===== src/rtl/core/stereo_windowed_rms_meter_assert.svh =====
// Assertion macros shared by the stereo RMS meter RTL.
`ifndef STEREO_WINDOWED_RMS_METER_ASSERT_SVH
`define STEREO_WINDOWED_RMS_METER_ASSERT_SVH

`ifndef SYNTH

// Same-cycle implication, checked at every rising edge outside reset.
`define SWRM_ASSERT_NOW(label, ck, rstn, ante, cons, msg) \
	label: assert property (@(posedge ck) disable iff (!(rstn)) (ante) |-> (cons)) \
		else $error(msg);

// Next-cycle implication.
`define SWRM_ASSERT_NEXT(label, ck, rstn, ante, cons, msg) \
	label: assert property (@(posedge ck) disable iff (!(rstn)) (ante) |=> (cons)) \
		else $error(msg);

`else

`define SWRM_ASSERT_NOW(label, ck, rstn, ante, cons, msg)
`define SWRM_ASSERT_NEXT(label, ck, rstn, ante, cons, msg)

`endif

`endif


===== src/rtl/core/swrm_pkg.sv =====
// Shared constants and types of the stereo windowed RMS meter.
`timescale 1ns / 1ps
`default_nettype none

package swrm_pkg;

	localparam int unsigned SAMPLE_BITS = 16;
	localparam int unsigned SQ_W        = 2 * SAMPLE_BITS;
	localparam int unsigned QUO_W       = SQ_W;
	localparam int unsigned ROOT_STEPS  = QUO_W / 2;
	localparam int unsigned LEVEL_W     = SAMPLE_BITS;
	localparam int unsigned SUM_W       = 56;
	localparam int unsigned CNT_W       = 24;
	localparam int unsigned TOTAL_W     = 32;
	localparam int unsigned WF_W        = 18;
	localparam int unsigned CH_W        = 4;
	localparam int unsigned CTR_W       = $clog2(QUO_W + 1);

	localparam int unsigned MAX_WINDOW   = 131072;
	localparam int unsigned WF_RESET     = 48000;
	localparam int unsigned CH_RESET     = 2;
	localparam int unsigned MIN_CHANNELS = 2;

	localparam int unsigned S_TDATA_W = 2 * SAMPLE_BITS;
	localparam int unsigned M_USED_W  = 2 * LEVEL_W + TOTAL_W + CH_W;
	localparam int unsigned M_TDATA_W = ((M_USED_W + 7) / 8) * 8;

	localparam int unsigned APB_ADDR_W = 3;
	localparam int unsigned APB_DATA_W = 32;

	// Register index, taken from paddr[2]
	localparam logic REG_WINDOW   = 1'b0;
	localparam logic REG_CHANNELS = 1'b1;

	typedef struct packed {
		logic load;
		logic square;
		logic accumulate;
		logic start;
	} lane_ctl_t;

	typedef struct packed {
		logic               done;
		logic [LEVEL_W-1:0] level;
	} lane_res_t;

	typedef struct packed {
		logic [TOTAL_W-1:0] frame_total;
		logic               closed;
		logic [CH_W-1:0]    channels;
	} out_info_t;

endpackage

`default_nettype wire


===== src/rtl/core/stereo_windowed_rms_meter.sv =====
// Top level of the stereo windowed RMS meter: control, registers and two lanes.
//
//  Channel   Direction  Handshake                Contents
//  s_axis    in         tvalid/tready            tdata left, right sample; tlast buffer end
//  m_axis    out        tvalid/tready            tdata levels, total, channels; tuser closed
//  apb       in/out     psel/penable/pready      window_frames @0x0, channel_count @0x4
//
//  An ordinary request passes through capture, square, accumulate and output.
//  A request that closes a window also runs the 32-step restoring divider and
//  the 16-step floor root in each lane, between accumulate and output.
//  With fewer than two channels configured a request goes from capture to output.
//  arst_n clears control and accumulator state at once; no clearing pass is needed.
//  A stalled output holds its result while the next request is already taken in.
`timescale 1ns / 1ps
`default_nettype none

module stereo_windowed_rms_meter (
	input  wire                                   clk,
	input  wire                                   arst_n,
	// s_axis_tdata: left_sample [15:0], right_sample [31:16]
	input  wire logic [swrm_pkg::S_TDATA_W-1:0]   s_axis_tdata,
	input  wire logic                             s_axis_tlast,
	input  wire logic                             s_axis_tvalid,
	output logic                                  s_axis_tready,
	// m_axis_tdata: left_meter [15:0], right_meter [31:16], total_frames [63:32],
	// channels_seen [67:64], zero pad
	output logic [swrm_pkg::M_TDATA_W-1:0]        m_axis_tdata,
	// m_axis_tuser: window_closed
	output logic                                  m_axis_tuser,
	output logic                                  m_axis_tvalid,
	input  wire logic                             m_axis_tready,
	input  wire logic                             psel,
	input  wire logic                             penable,
	input  wire logic                             pwrite,
	input  wire logic [swrm_pkg::APB_ADDR_W-1:0]  paddr,
	input  wire logic [swrm_pkg::APB_DATA_W-1:0]  pwdata,
	output logic [swrm_pkg::APB_DATA_W-1:0]       prdata,
	output logic                                  pready
);
	import swrm_pkg::*;

	// Control sequencer codes
	localparam logic [2:0] ST_IDLE  = 3'd0;
	localparam logic [2:0] ST_SQ    = 3'd1;
	localparam logic [2:0] ST_ACC   = 3'd2;
	localparam logic [2:0] ST_START = 3'd3;
	localparam logic [2:0] ST_CALC  = 3'd4;
	localparam logic [2:0] ST_OUT   = 3'd5;

	logic [2:0]         state_q;
	logic               last_q;
	logic               closed_q;
	logic [CNT_W-1:0]   win_cnt_q;
	logic [TOTAL_W-1:0] frame_total_q;
	logic [WF_W-1:0]    window_frames_q;
	logic [CH_W-1:0]    channel_count_q;

	logic               accept;
	logic               chan_ok;
	logic               add_en;
	logic [CNT_W-1:0]   cnt_new;
	logic               close;
	logic               out_free;
	logic               push;
	logic               cfg_wr;
	logic               reg_idx;
	logic [WF_W-1:0]    wr_wf;

	logic signed [SAMPLE_BITS-1:0] left_sample;
	logic signed [SAMPLE_BITS-1:0] right_sample;

	lane_ctl_t ctl;
	lane_res_t l_res;
	lane_res_t r_res;
	out_info_t info;

	// ---------------------------------------------------------------
	// Configuration port: zero wait states, index from paddr[2]
	// ---------------------------------------------------------------
	assign pready  = 1'b1;
	assign reg_idx = paddr[APB_ADDR_W-1];
	assign cfg_wr  = psel && penable && pwrite && pready;
	assign wr_wf   = pwdata[WF_W-1:0];

	always_ff @(posedge clk or negedge arst_n) begin
		if (!arst_n) begin
			window_frames_q <= WF_W'(WF_RESET);
			channel_count_q <= CH_W'(CH_RESET);
		end else if (cfg_wr) begin
			unique case (reg_idx)
				REG_WINDOW: begin
					// Saturate the window length at the largest supported window
					window_frames_q <= (wr_wf > WF_W'(MAX_WINDOW)) ? WF_W'(MAX_WINDOW) : wr_wf;
				end
				REG_CHANNELS: begin
					channel_count_q <= pwdata[CH_W-1:0];
				end
			endcase
		end
	end

	always_comb begin
		unique case (reg_idx)
			REG_WINDOW:   prdata = APB_DATA_W'(window_frames_q);
			REG_CHANNELS: prdata = APB_DATA_W'(channel_count_q);
		endcase
	end

	// ---------------------------------------------------------------
	// Request intake and window bookkeeping
	// ---------------------------------------------------------------
	assign s_axis_tready = (state_q == ST_IDLE);
	assign accept        = s_axis_tvalid && s_axis_tready;
	assign chan_ok       = channel_count_q >= CH_W'(MIN_CHANNELS);
	assign left_sample   = $signed(s_axis_tdata[SAMPLE_BITS-1:0]);
	assign right_sample  = $signed(s_axis_tdata[2*SAMPLE_BITS-1:SAMPLE_BITS]);

	// Stop adding to the window once its count is full
	assign add_en  = (win_cnt_q != '1);
	assign cnt_new = add_en ? (win_cnt_q + CNT_W'(1)) : win_cnt_q;

	// Close only at a buffer end with enough frames in the window
	assign close = last_q && (cnt_new >= CNT_W'(window_frames_q)) && (cnt_new != '0);

	// The result register is free when empty or being drained this cycle
	assign out_free = !m_axis_tvalid || m_axis_tready;
	assign push     = (state_q == ST_OUT) && out_free;

	always_ff @(posedge clk or negedge arst_n) begin
		if (!arst_n) begin
			state_q       <= ST_IDLE;
			last_q        <= 1'b0;
			closed_q      <= 1'b0;
			win_cnt_q     <= '0;
			frame_total_q <= '0;
		end else begin
			unique case (state_q)
				ST_IDLE: begin
					if (accept) begin
						last_q   <= s_axis_tlast;
						closed_q <= 1'b0;
						// Skip the window update when fewer than two channels exist; a reading is still sent
						state_q  <= chan_ok ? ST_SQ : ST_OUT;
					end
				end
				ST_SQ: begin
					state_q <= ST_ACC;
				end
				ST_ACC: begin
					win_cnt_q <= cnt_new;
					if (frame_total_q != '1) begin
						frame_total_q <= frame_total_q + TOTAL_W'(1);
					end
					closed_q <= close;
					state_q  <= close ? ST_START : ST_OUT;
				end
				ST_START: begin
					// Lanes latch the count on this edge; clear the window behind them
					win_cnt_q <= '0;
					state_q   <= ST_CALC;
				end
				ST_CALC: begin
					if (l_res.done) begin
						state_q <= ST_OUT;
					end
				end
				ST_OUT: begin
					if (out_free) begin
						state_q <= ST_IDLE;
					end
				end
				default: begin
					state_q <= ST_IDLE;
				end
			endcase
		end
	end

	// ---------------------------------------------------------------
	// Lanes: left and right run in lockstep on the same controls
	// ---------------------------------------------------------------
	assign ctl.load       = accept;
	assign ctl.square     = (state_q == ST_SQ);
	assign ctl.accumulate = (state_q == ST_ACC) && add_en;
	assign ctl.start      = (state_q == ST_START);

	swrm_lane u_lane_l (
		.clk    (clk),
		.arst_n (arst_n),
		.sample (left_sample),
		.ctl    (ctl),
		.count  (win_cnt_q),
		.res    (l_res)
	);

	swrm_lane u_lane_r (
		.clk    (clk),
		.arst_n (arst_n),
		.sample (right_sample),
		.ctl    (ctl),
		.count  (win_cnt_q),
		.res    (r_res)
	);

	// ---------------------------------------------------------------
	// Merge: combine lane levels with totals into the result register
	// ---------------------------------------------------------------
	assign info.frame_total = frame_total_q;
	assign info.closed      = closed_q;
	assign info.channels    = channel_count_q;

	swrm_merge u_merge (
		.clk           (clk),
		.arst_n        (arst_n),
		.l_res         (l_res),
		.r_res         (r_res),
		.info          (info),
		.push          (push),
		.m_axis_tdata  (m_axis_tdata),
		.m_axis_tuser  (m_axis_tuser),
		.m_axis_tvalid (m_axis_tvalid),
		.m_axis_tready (m_axis_tready)
	);

	// ---------------------------------------------------------------
	// Checks
	// ---------------------------------------------------------------
`include "stereo_windowed_rms_meter_assert.svh"

	`SWRM_ASSERT_NOW(a_lanes_lockstep, clk, arst_n, l_res.done || r_res.done,
		l_res.done && r_res.done && (state_q == ST_CALC), "lanes finished out of step")
	`SWRM_ASSERT_NEXT(a_close_reported, clk, arst_n, (state_q == ST_CALC) && l_res.done,
		closed_q && (state_q == ST_OUT), "closed window not flagged")
	`SWRM_ASSERT_NEXT(a_total_monotonic, clk, arst_n, 1'b1,
		frame_total_q >= $past(frame_total_q), "frame total went backwards")
	`SWRM_ASSERT_NEXT(a_window_cleared, clk, arst_n, state_q == ST_START,
		win_cnt_q == '0, "window count not cleared at close")

endmodule

`default_nettype wire


===== src/rtl/core/swrm_lane.sv =====
// One channel lane: square, accumulate, then divide and floor root at window end.
`timescale 1ns / 1ps
`default_nettype none

module swrm_lane (
	input  wire                                      clk,
	input  wire                                      arst_n,
	input  wire logic signed [swrm_pkg::SAMPLE_BITS-1:0] sample,
	input  wire swrm_pkg::lane_ctl_t                 ctl,
	input  wire logic [swrm_pkg::CNT_W-1:0]          count,
	output swrm_pkg::lane_res_t                      res
);
	import swrm_pkg::*;

	localparam logic [1:0] L_IDLE = 2'd0;
	localparam logic [1:0] L_DIV  = 2'd1;
	localparam logic [1:0] L_ROOT = 2'd2;

	logic [SAMPLE_BITS-1:0] smp_s1;
	logic [SAMPLE_BITS-1:0] mag;
	logic [SQ_W-1:0]        square_s2;
	logic [SUM_W:0]         sum_ext;
	logic [SUM_W-1:0]       sum_q;

	logic [1:0]       state_q;
	logic [CTR_W-1:0] ctr_q;
	logic [CNT_W-1:0] rem_q;
	logic [CNT_W-1:0] div_q;
	logic [QUO_W-1:0] dvd_q;
	logic [QUO_W-1:0] root_q;
	logic [QUO_W-1:0] bit_q;
	logic             done_q;

	logic [CNT_W:0]   trial;
	logic             ge;
	logic [CNT_W:0]   diff;
	logic [QUO_W-1:0] root_try;
	logic             root_ge;

	assign mag     = smp_s1[SAMPLE_BITS-1] ? (~smp_s1 + SAMPLE_BITS'(1)) : smp_s1;
	assign sum_ext = {1'b0, sum_q} + (SUM_W + 1)'(square_s2);

	// Restoring divide step: one quotient bit per cycle
	assign trial = {rem_q, dvd_q[QUO_W-1]};
	assign ge    = trial >= {1'b0, div_q};
	assign diff  = trial - {1'b0, div_q};

	// Floor root step on the quotient, two radicand bits per cycle
	assign root_try = root_q + bit_q;
	assign root_ge  = dvd_q >= root_try;

	always_ff @(posedge clk) begin
		if (ctl.load) begin
			smp_s1 <= $unsigned(sample);
		end
		if (ctl.square) begin
			square_s2 <= mag * mag;
		end
	end

	always_ff @(posedge clk or negedge arst_n) begin
		if (!arst_n) begin
			state_q <= L_IDLE;
			sum_q   <= '0;
			ctr_q   <= '0;
			rem_q   <= '0;
			div_q   <= '0;
			dvd_q   <= '0;
			root_q  <= '0;
			bit_q   <= '0;
			done_q  <= 1'b0;
		end else begin
			// Pulse done on the last root step
			done_q <= (state_q == L_ROOT) && (ctr_q == CTR_W'(1));
			if (ctl.accumulate) begin
				sum_q <= sum_ext[SUM_W] ? '1 : sum_ext[SUM_W-1:0];
			end
			unique case (state_q)
				L_IDLE: begin
					if (ctl.start) begin
						rem_q   <= sum_q[SUM_W-1:QUO_W];
						dvd_q   <= sum_q[QUO_W-1:0];
						div_q   <= count;
						sum_q   <= '0;
						ctr_q   <= CTR_W'(QUO_W);
						state_q <= L_DIV;
					end
				end
				L_DIV: begin
					rem_q <= ge ? diff[CNT_W-1:0] : trial[CNT_W-1:0];
					dvd_q <= {dvd_q[QUO_W-2:0], ge};
					if (ctr_q == CTR_W'(1)) begin
						root_q  <= '0;
						bit_q   <= QUO_W'(1) << (QUO_W - 2);
						ctr_q   <= CTR_W'(ROOT_STEPS);
						state_q <= L_ROOT;
					end else begin
						ctr_q <= ctr_q - CTR_W'(1);
					end
				end
				L_ROOT: begin
					if (root_ge) begin
						dvd_q  <= dvd_q - root_try;
						root_q <= (root_q >> 1) + bit_q;
					end else begin
						root_q <= root_q >> 1;
					end
					bit_q <= bit_q >> 2;
					ctr_q <= ctr_q - CTR_W'(1);
					if (ctr_q == CTR_W'(1)) begin
						state_q <= L_IDLE;
					end
				end
				default: begin
					state_q <= L_IDLE;
				end
			endcase
		end
	end

	assign res.done  = done_q;
	assign res.level = root_q[LEVEL_W-1:0];

endmodule

`default_nettype wire


===== src/rtl/core/swrm_merge.sv =====
// Merge stage: hold both lane levels and drive the result register.
`timescale 1ns / 1ps
`default_nettype none

module swrm_merge (
	input  wire                                   clk,
	input  wire                                   arst_n,
	input  wire swrm_pkg::lane_res_t              l_res,
	input  wire swrm_pkg::lane_res_t              r_res,
	input  wire swrm_pkg::out_info_t              info,
	input  wire logic                             push,
	// m_axis_tdata: left_meter, right_meter, total_frames, channels_seen, zero pad
	output logic [swrm_pkg::M_TDATA_W-1:0]        m_axis_tdata,
	// m_axis_tuser: window_closed
	output logic                                  m_axis_tuser,
	output logic                                  m_axis_tvalid,
	input  wire logic                             m_axis_tready
);
	import swrm_pkg::*;

	logic [LEVEL_W-1:0] left_level_q;
	logic [LEVEL_W-1:0] right_level_q;

	always_ff @(posedge clk or negedge arst_n) begin
		if (!arst_n) begin
			left_level_q  <= '0;
			right_level_q <= '0;
			m_axis_tvalid <= 1'b0;
		end else begin
			if (l_res.done && r_res.done) begin
				left_level_q  <= l_res.level;
				right_level_q <= r_res.level;
			end
			if (push) begin
				m_axis_tvalid <= 1'b1;
			end else if (m_axis_tready) begin
				m_axis_tvalid <= 1'b0;
			end
		end
	end

	always_ff @(posedge clk) begin
		if (push) begin
			m_axis_tdata <= M_TDATA_W'({info.channels, info.frame_total,
				right_level_q, left_level_q});
			m_axis_tuser <= info.closed;
		end
	end

endmodule

`default_nettype wire


===== config.mk =====
export PLATFORM = sky130hd
export DESIGN_NAME = stereo_windowed_rms_meter
export DESIGN_NICKNAME = d
export VERILOG_FILES = /design/src/rtl/core/swrm_pkg.sv /design/src/rtl/core/stereo_windowed_rms_meter.sv /design/src/rtl/core/swrm_lane.sv /design/src/rtl/core/swrm_merge.sv
export VERILOG_INCLUDE_DIRS = /design/src /design/src/rtl/core
export SDC_FILE = /design/constraint.sdc
export NUM_CORES = 2
export LEC_CHECK = 0
export ABC_AREA = 1
export BUFFER_PORTS_ARGS = -buffer_cell sky130_fd_sc_hd__buf_2
export CORE_MARGIN = 8
export CORE_UTILIZATION = 60
export CTS_BUF_LIST = sky130_fd_sc_hd__clkbuf_8
export DETAILED_ROUTE_END_ITERATION = 10
export GPL_ROUTABILITY_DRIVEN = 1
export GPL_TIMING_DRIVEN = 0
export PLACE_DENSITY = 0.88
export SLEW_MARGIN = 5
export SYNTH_ARGS = -nofsm -noshare
export SYNTH_HDL_FRONTEND = slang
export SYNTH_SLANG_ARGS = --single-unit
export TNS_END_PERCENT = 30

===== constraint.sdc =====
create_clock -name clk -period 19.05 [get_ports clk]
set_input_delay 0 -clock clk [delete_from_list [all_inputs] [get_ports clk]]
set_output_delay 0 -clock clk [all_outputs]
set_load 0.01 [all_outputs]

==> impl_results.md <==
- Die Wd: between 300 and 400 microns
- Clock Skews: ~0.063 ns
- CP Launch Type: flip-flop
- Hold Path Class: input port to flip-flop
- RSZ-0062 raised after global routing: false
- Count leader, synth: nand2_1
- CP endpoint kind: flip-flop
- Setup CP Type: flip-flop to flip-flop
- I/O Pins: 183
- Critical path's largest stage delay: around 0.74 ns
- Crit path DAT: about 9.4 ns
- Synth unique cells: between 70 and 80
- Global-route wire length before repair: around 290000 microns
- Die area: roughly 0.11 sq mm
- Post-synth EDFFs: roughly 160
- Final min period: a little under 9 ns
- Area contributors post-synth: dfrtp_1 21%, fa_1 11%, ha_1 10%
- CTS max path bufs: 3
- Finished Layout Cells: around 9500
- Synth Cell Area: 0.0593 sq mm
- GRT overflow: 0
- Fin nets: around 9000
- Via count: roughly 56000
- Die height: approximately 330 microns
- Avg Cell Area, Syn: 7.70 sq um
- Synth area leader: dfrtp_1
- Placed cells: approximately 9200
- Register area share after synthesis: 0.295
- Port Buffers: 147
- Fraction of layout cells with a size suffix above 1: 0.0655
- TritonCTS buffer count: around 110
- Slew headroom: 0.338
- Final Wtd Congestion: ~1.1
- P&R area growth vs syn: 10.9%
- Filler Cells Inserted: between 7000 and 8000
- Routed WL: ~180000 microns
- Routing usage on met2: 0.528
- Vias in the first global route: between 50000 and 60000
- HPWL Detailed: 137000 microns
- #FFs+latches synth: 665
- Cell count after synthesis: slightly below 8000
- Met1 Track Usage GR: 0.414
- DRT antenna net count: 0
- DR iter-0 viols: between 6000 and 7000
- Drt drc: 0
- Busiest grt layer: met2
- Post-CTS setup buffers: 0
- Core region area: 0.0981 sq mm
- Setup TNS: 0 ns
- # setup viols final: 0
- Worst slew pin tran: slightly below 1 ns
- Synth Warn #: 0
- CTS H-tree depth: 3
- Required time at the worst-slack endpoint: roughly 20 ns
- Sink Count: 665
- CTS tree: yes
- CP bufs+invs: 8
- Pre-CTS WS: 10.41 ns
- Final Max Slew Viols: 0
- Max-cap violation count: 0
- Ys flop type: dfrtp_1
- Vias per inst: 5.87
- Fmax: between 0.1 and 0.15 GHz
- Clock transition at path regs: 0.06 ns
- Overall routing resource usage: 0.325
- Final critical-path share of the clock period: 0.464
- Worst setup margin: about 10 ns
- Pin count of the biggest net entering global routing: ~110
- Clock Latency Late Sink: 0.83 ns
- Top cell type's share of synthesized area: 0.208
- Top delay family on crit path: adder cells
- Row count: 115
- Slowest cell on crit path: xor2_1
- Commonest cells post-synth: 1452 x nand2_1, 1245 x inv_1, 724 x nor2_1
- Crit-path max FO: 11
- Initial antenna violation count: 9
- Grt met3 use: 0.0613
- Outcome: complete, no violations
- CTS Root Cell: clkbuf_8
- Final Hold Fails: 0
- Detailed Routing Iterations Pass 1: 10
- Cell mode on critical path: fa_1
- WL/cell: 19.0 microns
- Ys async rst share: 0.755
- Starting Density: 0.604
- Post-CTS Resized: 0
## worst paths after layout
path | end | start | depth (start not counted) | slack [ns]
setup reg to reg | u_lane_r.square_s2[28] | u_lane_r.smp_s1[0] | 29 | 10.21
hold reg to reg | u_merge.m_axis_tdata[20] | u_merge.right_level_q[4] | 0 | 0.45
hold / removal | u_merge.m_axis_tvalid | m_axis_tready | 5 | 0.07
max in group asynchronous | u_lane_r.sum_q[8] | arst_n | 6 | 16.93
setup / recovery | u_lane_r.square_s2[28] | u_lane_r.smp_s1[0] | 29 | 10.21
min in group asynchronous | channel_count_q[3] | arst_n | 3 | 0.22
## timing repair
item                                    CTS  global route
endpoints found under the hold margin   418             0
hold buffers                            135             0
endpoints found under the setup margin    0             0
## placed cells by master, fill, tap and decap left out, types with 49 or more instances in the layout
| cell | n |
|---|---|
| a21oi_1 | 632 |
| xnor2_1 | 100 |
| nor3_1 | 111 |
| a31oi_1 | 49 |
| inv_1 | 1283 |
| dfrtp_1 | 494 |
| nor2_1 | 722 |
| ha_1 | 477 |
| buf_2 | 174 |
| dlygate4sd3_1 | 135 |
| nand4_1 | 71 |
| o21ai_0 | 626 |
| fa_1 | 329 |
| clkbuf_8 | 127 |
| nand2_1 | 1452 |
| o22ai_1 | 62 |
| nand3_1 | 285 |
| clkbuf_1 | 125 |
| xor2_1 | 209 |
| edfxtp_1 | 163 |
## registers in the layout (all words and copies together) (netlist names), 24 cells and up
name,count
u_lane_l.square_s2,31
u_lane_r.div_q,24
u_lane_l.root_q,32
u_lane_l.dvd_q,32
u_lane_r.rem_q,24
u_merge.m_axis_tdata,68
u_lane_l.rem_q,24
u_lane_r.square_s2,31
u_lane_r.root_q,32
u_lane_r.sum_q,56
win_cnt_q,24
u_lane_l.div_q,24
u_lane_r.dvd_q,32
u_lane_l.sum_q,56
frame_total_q,32
## through the flow
stage / util / instance area [sq um] / hold WS, ns
after floorplan: - / 59400 / -0.296
after global placement: 0.630 / 61800 / 0.176
after detailed placement: 0.632 / 62000 / -0.207
after CTS: 0.670 / 65700 / 0.0341
after global routing: 0.670 / 65700 / 0.0904
final: 0.670 / 65700 / 0.0679
## worst min-delay path, cell delays in order
cell and delay [ns]:
dlygate4sd3_1 0.55, buf_2 0.11, nor2_1 0.06, inv_1 0.07
nand2_1 0.05
## metal layers
layer	vias to the layer above	wire length [microns]
li1	26000	-
met1	26100	71600
met2	3059	82600
met3	753	16400
met4	4	10600
met5	-	27
## cell type report
type                    count  area [sq um]  area share
diodes                      6          15.0    0.000228
plain buffers             194           932      0.0142
clock buffers             127          1750      0.0266
clock inverters            86           624     0.00950
inverters                1280          4810      0.0731
multi-input cells        5602         36200       0.551
flip-flops and latches    665         17500       0.266
well taps                1287          1610      0.0245
repair buffers            290          2290      0.0349
## kinds of logic after synthesis
kind of cell / count (synthesis) / share of synthesized area
and+or+nand+nor: 2799 / 0.197
AOI/OAI and AO/OA: 1640 / 0.153
buffers and inverters: 1474 / 0.0968
adders and majority gates: 806 / 0.212
DFF: 665 / 0.295
xor gates and xnor gates: 310 / 0.0459
muxes: 6 / 0.00110
other: 2 / 0.000127
Power is not shown: default switching activity piles up to over one toggle a cycle in this logic, so the estimate is an artifact.
